`src/rtl/dgsp_pkg.sv`:
```
`timescale 1ns / 1ps

package dgsp_pkg;

    localparam int NODES            = 16;
    localparam int VW               = $clog2(NODES);
    localparam int CW               = $clog2(NODES + 1);
    localparam int AW               = 2 * VW;
    localparam int WW               = 10;
    localparam int DW               = 11;
    localparam int LIMIT            = 1000;
    localparam int MAX_OUT          = 16;
    localparam int KW               = $clog2(MAX_OUT);
    localparam int CFG_W            = 5;
    localparam int NODE_COUNT_RESET = 16;

    typedef enum logic {
        ACT_LOAD = 1'b0,
        ACT_RUN  = 1'b1
    } action_t;

    typedef struct packed {
        logic          valid;
        logic [VW-1:0] start;
        logic [VW-1:0] finish;
        logic [CW-1:0] count;
    } run_req_t;

    typedef struct packed {
        logic          en;
        logic [AW-1:0] addr;
        logic [WW-1:0] data;
    } wr_req_t;

    typedef struct packed {
        logic [VW-1:0] vertex;
        logic [DW-1:0] length;
        logic          found;
        logic          last;
    } result_t;

endpackage

```
`src/rtl/dense_graph_shortest_path.sv`:
```
// Load transaction: one per cycle, weight written into the matrix at the accepting edge.
// Run transaction: a round scans n distances through one shared compare, then relaxes n
// neighbors through the single matrix read port; at most n rounds, the last ends on the
// finish vertex (or with no reachable vertex left) without relaxing. Out of range or start
// equal to finish gives a single result; path results come one per cycle while not stalled.
// Not ready during a run. Sync active-low reset: control cleared, node_count 16.
`timescale 1ns / 1ps

module dense_graph_shortest_path import dgsp_pkg::*; (
    input  logic             aclk,
    input  logic             aresetn,
    input  logic             cfg_we,
    input  logic [CFG_W-1:0] cfg_wdata,
    input  logic             s_valid,
    output logic             s_ready,
    input  logic             s_action,
    input  logic [3:0]       s_row_vertex,
    input  logic [3:0]       s_col_vertex,
    input  logic [9:0]       s_edge_weight_in,
    input  logic [3:0]       s_start_vertex,
    input  logic [3:0]       s_finish_vertex,
    output logic             m_valid,
    input  logic             m_ready,
    output logic [3:0]       m_path_vertex,
    output logic [10:0]      m_path_length,
    output logic             m_found,
    output logic             m_last
);

    logic [CFG_W-1:0] node_count_reg;
    logic             accept;
    wr_req_t          wr;
    run_req_t         run;
    logic [AW-1:0]    rd_addr;
    logic [WW-1:0]    rd_data;
    result_t          res;

    always_ff @(posedge aclk) begin
        if (!aresetn) begin
            node_count_reg <= CFG_W'(NODE_COUNT_RESET);
        end else if (cfg_we) begin
            node_count_reg <= cfg_wdata;
        end
    end

    assign accept = s_valid && s_ready;

    assign wr.en   = accept && (s_action == ACT_LOAD);
    assign wr.addr = {VW'(s_row_vertex), VW'(s_col_vertex)};
    assign wr.data = WW'(s_edge_weight_in);

    assign run.valid  = accept && (s_action == ACT_RUN);
    assign run.start  = VW'(s_start_vertex);
    assign run.finish = VW'(s_finish_vertex);
    assign run.count  = (node_count_reg > CFG_W'(NODES)) ? CW'(NODES) : CW'(node_count_reg);

    dgsp_wmem u_wmem (
        .aclk    (aclk),
        .wr      (wr),
        .rd_addr (rd_addr),
        .rd_data (rd_data)
    );

    dgsp_core u_core (
        .aclk        (aclk),
        .aresetn     (aresetn),
        .run_i       (run),
        .ready_o     (s_ready),
        .mem_rd_addr (rd_addr),
        .mem_rd_data (rd_data),
        .m_valid     (m_valid),
        .m_ready     (m_ready),
        .res_o       (res)
    );

    assign m_path_vertex = 4'(res.vertex);
    assign m_path_length = 11'(res.length);
    assign m_found       = res.found;
    assign m_last        = res.last;

endmodule

```
`src/rtl/dgsp_wmem.sv`:
```
`timescale 1ns / 1ps

module dgsp_wmem import dgsp_pkg::*; (
    input  logic          aclk,
    input  wr_req_t       wr,
    input  logic [AW-1:0] rd_addr,
    output logic [WW-1:0] rd_data
);

    logic [WW-1:0] mem [NODES*NODES];

    always_ff @(posedge aclk) begin
        if (wr.en) begin
            mem[wr.addr] <= wr.data;
        end
        rd_data <= mem[rd_addr];
    end

endmodule

```
`src/rtl/dgsp_core.sv`:
```
`timescale 1ns / 1ps

module dgsp_core import dgsp_pkg::*; (
    input  logic          aclk,
    input  logic          aresetn,
    input  run_req_t      run_i,
    output logic          ready_o,
    output logic [AW-1:0] mem_rd_addr,
    input  logic [WW-1:0] mem_rd_data,
    output logic          m_valid,
    input  logic          m_ready,
    output result_t       res_o
);

    typedef enum logic [2:0] {
        IDLE,
        PICK,
        RELAX,
        TRACE,
        SINGLE
    } state_t;

    state_t        state_reg, state_next;
    logic          visited_reg [NODES];
    logic          visited_next [NODES];
    logic [DW-1:0] dist_reg [NODES];
    logic [DW-1:0] dist_next [NODES];
    logic [VW-1:0] pred_reg [NODES];
    logic [VW-1:0] pred_next [NODES];
    logic          pv_reg [NODES];
    logic          pv_next [NODES];

    logic [VW-1:0] start_reg, start_next;
    logic [VW-1:0] finish_reg, finish_next;
    logic [CW-1:0] count_reg, count_next;
    logic [CW-1:0] idx_reg, idx_next;
    logic [DW-1:0] least_reg, least_next;
    logic [VW-1:0] pick_reg, pick_next;
    logic          picked_reg, picked_next;
    logic [VW-1:0] u_reg, u_next;
    logic [DW-1:0] du_reg, du_next;
    logic [VW-1:0] jdx_reg, jdx_next;
    logic          jval_reg, jval_next;
    logic [VW-1:0] cur_reg, cur_next;
    logic [KW-1:0] k_reg, k_next;
    logic [DW-1:0] len_reg, len_next;
    logic          found_reg, found_next;
    logic          m_valid_reg, m_valid_next;
    result_t       res_reg, res_next;

    logic [VW-1:0] ix;
    logic          out_free;
    logic          take;
    logic          issue;
    logic          at_start;
    logic          trace_last;
    logic [WW-1:0] w;
    logic [DW-1:0] cand;
    logic          is_edge;

    assign ix          = idx_reg[VW-1:0];
    assign out_free    = !m_valid_reg || m_ready;
    assign ready_o     = (state_reg == IDLE);
    assign mem_rd_addr = {u_reg, ix};
    assign m_valid     = m_valid_reg;
    assign res_o       = res_reg;

    assign w       = mem_rd_data;
    assign cand    = du_reg + DW'(w);
    assign is_edge = (w != '0) && (DW'(w) < DW'(LIMIT));

    always_comb begin
        state_next   = state_reg;
        visited_next = visited_reg;
        dist_next    = dist_reg;
        pred_next    = pred_reg;
        pv_next      = pv_reg;
        start_next   = start_reg;
        finish_next  = finish_reg;
        count_next   = count_reg;
        idx_next     = idx_reg;
        least_next   = least_reg;
        pick_next    = pick_reg;
        picked_next  = picked_reg;
        u_next       = u_reg;
        du_next      = du_reg;
        jdx_next     = ix;
        jval_next    = 1'b0;
        cur_next     = cur_reg;
        k_next       = k_reg;
        len_next     = len_reg;
        found_next   = found_reg;
        m_valid_next = m_valid_reg && !m_ready;
        res_next     = res_reg;

        take       = !visited_reg[ix] && (dist_reg[ix] < least_reg);
        issue      = (idx_reg < count_reg);
        at_start   = (cur_reg == start_reg);
        trace_last = at_start || !pv_reg[cur_reg] || (k_reg == KW'(MAX_OUT - 1));

        case (state_reg)
            IDLE: begin
                if (run_i.valid) begin
                    start_next  = run_i.start;
                    finish_next = run_i.finish;
                    count_next  = run_i.count;
                    for (int i = 0; i < NODES; i++) begin
                        visited_next[i] = 1'b0;
                        dist_next[i]    = DW'(LIMIT);
                        pv_next[i]      = 1'b0;
                    end
                    dist_next[run_i.start] = '0;
                    idx_next    = '0;
                    least_next  = DW'(LIMIT);
                    picked_next = 1'b0;
                    if (CW'(run_i.start) >= run_i.count || CW'(run_i.finish) >= run_i.count) begin
                        cur_next   = '0;
                        found_next = 1'b0;
                        state_next = SINGLE;
                    end else if (run_i.start == run_i.finish) begin
                        cur_next   = run_i.finish;
                        found_next = 1'b1;
                        state_next = SINGLE;
                    end else begin
                        state_next = PICK;
                    end
                end
            end
            PICK: begin
                if (take) begin
                    least_next  = dist_reg[ix];
                    pick_next   = ix;
                    picked_next = 1'b1;
                end
                idx_next = idx_reg + 1'b1;
                if (idx_reg + 1'b1 == count_reg) begin
                    idx_next = '0;
                    if (!picked_next) begin
                        cur_next   = '0;
                        found_next = 1'b0;
                        state_next = SINGLE;
                    end else begin
                        visited_next[pick_next] = 1'b1;
                        u_next  = pick_next;
                        du_next = least_next;
                        if (pick_next == finish_reg) begin
                            cur_next   = finish_reg;
                            len_next   = least_next;
                            k_next     = '0;
                            state_next = TRACE;
                        end else begin
                            state_next = RELAX;
                        end
                    end
                end
            end
            RELAX: begin
                if (issue) begin
                    idx_next  = idx_reg + 1'b1;
                    jval_next = 1'b1;
                end else begin
                    idx_next    = '0;
                    least_next  = DW'(LIMIT);
                    picked_next = 1'b0;
                    state_next  = PICK;
                end
            end
            TRACE: begin
                if (out_free) begin
                    m_valid_next   = 1'b1;
                    res_next.vertex = cur_reg;
                    res_next.length = len_reg;
                    res_next.found  = 1'b1;
                    res_next.last   = trace_last;
                    if (trace_last) begin
                        state_next = IDLE;
                    end else begin
                        cur_next = pred_reg[cur_reg];
                        k_next   = k_reg + 1'b1;
                    end
                end
            end
            SINGLE: begin
                if (out_free) begin
                    m_valid_next    = 1'b1;
                    res_next.vertex = cur_reg;
                    res_next.length = '0;
                    res_next.found  = found_reg;
                    res_next.last   = 1'b1;
                    state_next      = IDLE;
                end
            end
            default: begin
                state_next = IDLE;
            end
        endcase

        // relax one neighbor in the cycle after its matrix read is issued
        if (jval_reg && !visited_reg[jdx_reg] && is_edge && (dist_reg[jdx_reg] > cand)) begin
            dist_next[jdx_reg] = cand;
            pred_next[jdx_reg] = u_reg;
            pv_next[jdx_reg]   = 1'b1;
        end
    end

    always_ff @(posedge aclk) begin
        if (!aresetn) begin
            state_reg   <= IDLE;
            m_valid_reg <= 1'b0;
            jval_reg    <= 1'b0;
        end else begin
            state_reg   <= state_next;
            m_valid_reg <= m_valid_next;
            jval_reg    <= jval_next;
        end
        visited_reg <= visited_next;
        dist_reg    <= dist_next;
        pred_reg    <= pred_next;
        pv_reg      <= pv_next;
        start_reg   <= start_next;
        finish_reg  <= finish_next;
        count_reg   <= count_next;
        idx_reg     <= idx_next;
        least_reg   <= least_next;
        pick_reg    <= pick_next;
        picked_reg  <= picked_next;
        u_reg       <= u_next;
        du_reg      <= du_next;
        jdx_reg     <= jdx_next;
        cur_reg     <= cur_next;
        k_reg       <= k_next;
        len_reg     <= len_next;
        found_reg   <= found_next;
        res_reg     <= res_next;
    end

endmodule

```
`config.mk`:
```
export PLATFORM = sky130hd
export DESIGN_NAME = dense_graph_shortest_path
export DESIGN_NICKNAME = d
export VERILOG_FILES = /design/src/rtl/dgsp_pkg.sv /design/src/rtl/dense_graph_shortest_path.sv /design/src/rtl/dgsp_wmem.sv /design/src/rtl/dgsp_core.sv
export SDC_FILE = /design/constraint.sdc
export NUM_CORES = 2
export LEC_CHECK = 0
export CORE_ASPECT_RATIO = 0.7
export CORE_UTILIZATION = 32
export DETAILED_ROUTE_END_ITERATION = 12
export DONT_BUFFER_PORTS = 1
export GPL_TIMING_DRIVEN = 0
export PLACE_DENSITY = 0.46
export SETUP_SLACK_MARGIN = 0.02
export SLEW_MARGIN = 20
export SYNTH_ARGS = -nofsm -noshare
export SYNTH_HDL_FRONTEND = slang
export SYNTH_SLANG_ARGS = --single-unit
```
`constraint.sdc`:
```
create_clock -name aclk -period 7.1 [get_ports aclk]
set_clock_uncertainty 0.2 [all_clocks]
set_input_delay 0.355 -clock aclk [delete_from_list [all_inputs] [get_ports aclk]]
set_output_delay 0.355 -clock aclk [all_outputs]
set_load 0.05 [all_outputs]
```
==> metrics list <==
- Total Routing Usage GR: 19.5%
- TritonCTS built the clock tree.
* Average wire per cell in the routed design: 33.4 um
* TritonCTS buffer count: 304
* Library cell used as clock root buffer: clkbuf_16
- In this run the tightest slew margin relative to its limit is 18.2%.
* Worst-case setup margin in the final layout: 0.278 ns
- For this run, design rule violations remaining after detail routing come to 0.
- Critical path type: reg2reg
- For this run, the leading register cell type out of synthesis is edfxtp_1.
* Data arrival time at the worst-slack endpoint: 7.21 ns
- CP startpoint kind: register
- The die covers 0.369 sq mm.
- Core utilization of the finished layout: 37.2%
* Kind of end point of the critical path: register
* Hold violation count in the final report: 0
- In this run the standard cell core region covers 0.364 sq mm.
* Total gr overflow: 0
- Clock tree synthesis found a total of 2,942 sinks.
* Maximum frequency from static timing analysis: 147 MHz
* Static leakage power: 41.1 nW
* Number of synthesized flops with an enable pin: 2,726
* Placed wire-length estimate after detailed placement: 243 mm
- At the pin with the least slew margin, the transition time is 1.22 ns.
* Clk pin slew, worst setup/hold paths: 0.06 ns
- The tool flagged a number of max-cap violations equal to 0.
- VDD sags by at most 0.000235 V.
* Number of distinct library cells after synthesis: 62
- Post-CTS Setup Inserts: 0
- Final setup vio count: 0
- The run finished with clean final reports.
* Post-synthesis cell area: 0.117 sq mm
- In the layout the commonest cells are edfxtp_1 (2,726), mux4_2 (939), clkbuf_16 (315), dfxtp_1 (216), clkbuf_1 (199).
- Routability cong.: 0.889
- Summing all non-filler instances in the final layout gives an area of 0.135 sq mm.
- The first global-routing pass estimated 500 mm of wire.
- Relative to the synthesized area, the layout overhead comes to 15.3%.
- For this block, the routed nets add up to 368 mm of wire.
- Place WS: -0.196 ns
- Counting every instance in the synthesized netlist gives 5,502.
- The Yosys step of the flow raised 0 warnings.
- Share of synthesized area occupied by flip-flops and latches: 73.5%
* PortBufs: 0
- Die span in x: 725 um
- For this run, the detailed router's first-pass iteration total came to 6.
- Post-Place Cell Area: 0.124 sq mm
- Post-route worst hold slack: 0.0688 ns
- Number of rows created at floorplan: 185
* Max-slew violations: 0
* H-tree levels: 5
- Pin placement for this block handled 56 I/O pins.
* Most common cell after layout, fill and taps aside: edfxtp_1
- The worst hold path belongs to the class in2reg.
* Fin crit period: 6.82 ns
- Post-synth ARST share: 0%
- The clock passes through at most 4 buffers.
- Violation count after the first detailed-route iteration: 8,298
- Setup repair after global routing missed its margin: false
- Using the TritonRoute via totals, the vias-per-cell ratio works out to 5.44.
- Average size of a mapped cell: 21.3 sq um
- The count of nets left with antenna violations once routing finished came out at 0.
- Entering global routing, the biggest net connects 257 pins.
- Initial cell density of the core: 32.2%
* Die extent in y: 508 um
- Yosys reg bits: 2,942
* Pwr per Cell Area: 381 mW/mm^2
* WP data required: 7.49 ns
- Summing over every cut layer, the via total after detailed routing is 59.9k.
- The clock reaches the later pin of the worst-skew pair after 0.91 ns.
- The register with the most flip-flops in the layout has 2,560 of them.
* Layout cell share with drive strength beyond 1: 29.0%
* Antenna violations before repair: 40
- Critical path peak fanout: 10
- The final layout contains 5,991 nets.
* Final cycle utilization of the critical path: 96.1%
- When the netlist entered floorplanning its net count stood at 5,586.
- Post-Route Setup TNS: 0 ns
- The via count of the first global-routing pass is 58.2k.
==> layout make-up <==
cell class / count / area [sq um]
fillers: 33100 / 228000
flip-flops and latches: 2942 / 86200
multi-input cells: 2184 / 29700
clock buffers: 361 / 8090
well taps: 4862 / 6080
repair buffers: 100 / 1740
plain buffers: 336 / 1730
clock inverters: 177 / 1570
inverters: 39 / 146
diodes: 6 / 15.0
==> final timing paths <==
check,startpoint,endpoint,slack (ns),depth (start not counted)
worst max-delay path,u_core.idx_reg[1],u_core.visited_reg[9],0.28,16
worst min-delay path,s_row_vertex[0],u_wmem.mem[115][9],0.07,2
worst max register to register,u_core.idx_reg[1],u_core.visited_reg[9],0.28,16
worst min register to register,u_core.idx_reg[0],u_core.jdx_reg[0],0.25,0
==> timing repair <==
item,in CTS,in global routing
resized for setup,4,3
setup endpoints to repair,31,20
gates cloned,0,0
hold buffers,44,3
endpoints found under the hold margin,2718,68
==> cell usage after synthesis (all sizes together), types with 2 or more instances <==
| cell | instances | share of area (%) |
|---|---|---|
| and2 | 19 | 0.10 |
| and3 | 7 | 0.037 |
| a21oi | 28 | 0.12 |
| ha | 46 | 0.49 |
| buf | 132 | 0.76 |
| o2111ai | 2 | 0.015 |
| and4 | 2 | 0.015 |
| a31oi | 3 | 0.016 |
| o311ai | 2 | 0.021 |
| mux4 | 939 | 18 |
| nor3 | 9 | 0.038 |
| a211oi | 6 | 0.038 |
| clkbuf | 205 | 0.66 |
| a22oi | 54 | 0.35 |
| a21o | 22 | 0.14 |
| inv | 38 | 0.12 |
| nand2 | 166 | 0.53 |
| xnor2 | 22 | 0.16 |
| xor2 | 8 | 0.060 |
| o22ai | 3 | 0.016 |
| edfxtp | 2726 | 70 |
| dfxtp | 216 | 3.7 |
| o21a | 14 | 0.090 |
| nand3 | 41 | 0.18 |
| a22o | 20 | 0.15 |
| nor4 | 20 | 0.30 |
| or2 | 8 | 0.043 |
| a221oi | 22 | 0.16 |
| o221ai | 10 | 0.075 |
| nand4 | 7 | 0.037 |
| o31a | 2 | 0.015 |
| nor2 | 308 | 0.99 |
| o21ai | 116 | 0.50 |
| nand2b | 19 | 0.10 |
| mux2i | 183 | 1.6 |
| nor2b | 33 | 0.18 |
| nand3b | 2 | 0.013 |
| a211o | 3 | 0.022 |
| o211ai | 8 | 0.051 |
| mux2 | 19 | 0.18 |
==> per-layer routing <==
metal,part of all wire (%),global-route usage (%)
met4,1.7,3.43
met1,49,31.9
met5,0,0
met3,8.4,4.15
met2,41,26.6
==> metrics by stage <==
step                      instances  power (mW)
after detailed placement      10400        35.5
final                         11000        51.5
after global routing          11000        53.1
after CTS                     11000        51.8
after global placement        10400        35.3
after floorplan                5502        29.0
==> report_power, final <==
part           leakage, nW  total (mW)  internal [mW]  switching (mW)
Combinational         10.1        16.0           6.12            9.86
Sequential            26.3        19.6           19.3           0.291
Clock                 4.74        16.0           9.11            6.87
==> worst max-delay path: stages (launching register included) <==
cell and delay, ns:
edfxtp_1 0.40, clkbuf_1 0.70, clkbuf_2 0.63, clkbuf_1 0.79, mux4_2 0.49, mux4_2 0.66
ha_1 0.26, nand2_1 0.07, nand3_1 0.08, a211o_1 0.24, a211o_1 0.33, buf_4 0.21
buf_2 0.23, nand2_1 0.22, a31oi_1 0.13, nor3_2 0.58, buf_6 0.24
==> logic make-up (layout without fill, tap and decap cells) <==
| kind of cell | Yosys count | after routing | share of synthesized area [%] |
|---|---|---|---|
| xor+xnor | 31 | 31 | 0.243 |
| other cells | 0 | 6 | 0 |
| fa+ha+maj | 47 | 47 | 0.508 |
| compound gates | 322 | 322 | 1.83 |
| simple gates | 643 | 643 | 2.57 |
| mux | 1141 | 1141 | 19.8 |
| flops | 2942 | 2942 | 73.5 |
| buf+inv | 376 | 1013 | 1.54 |
Note: power is estimated with default switching activity, not from simulation.
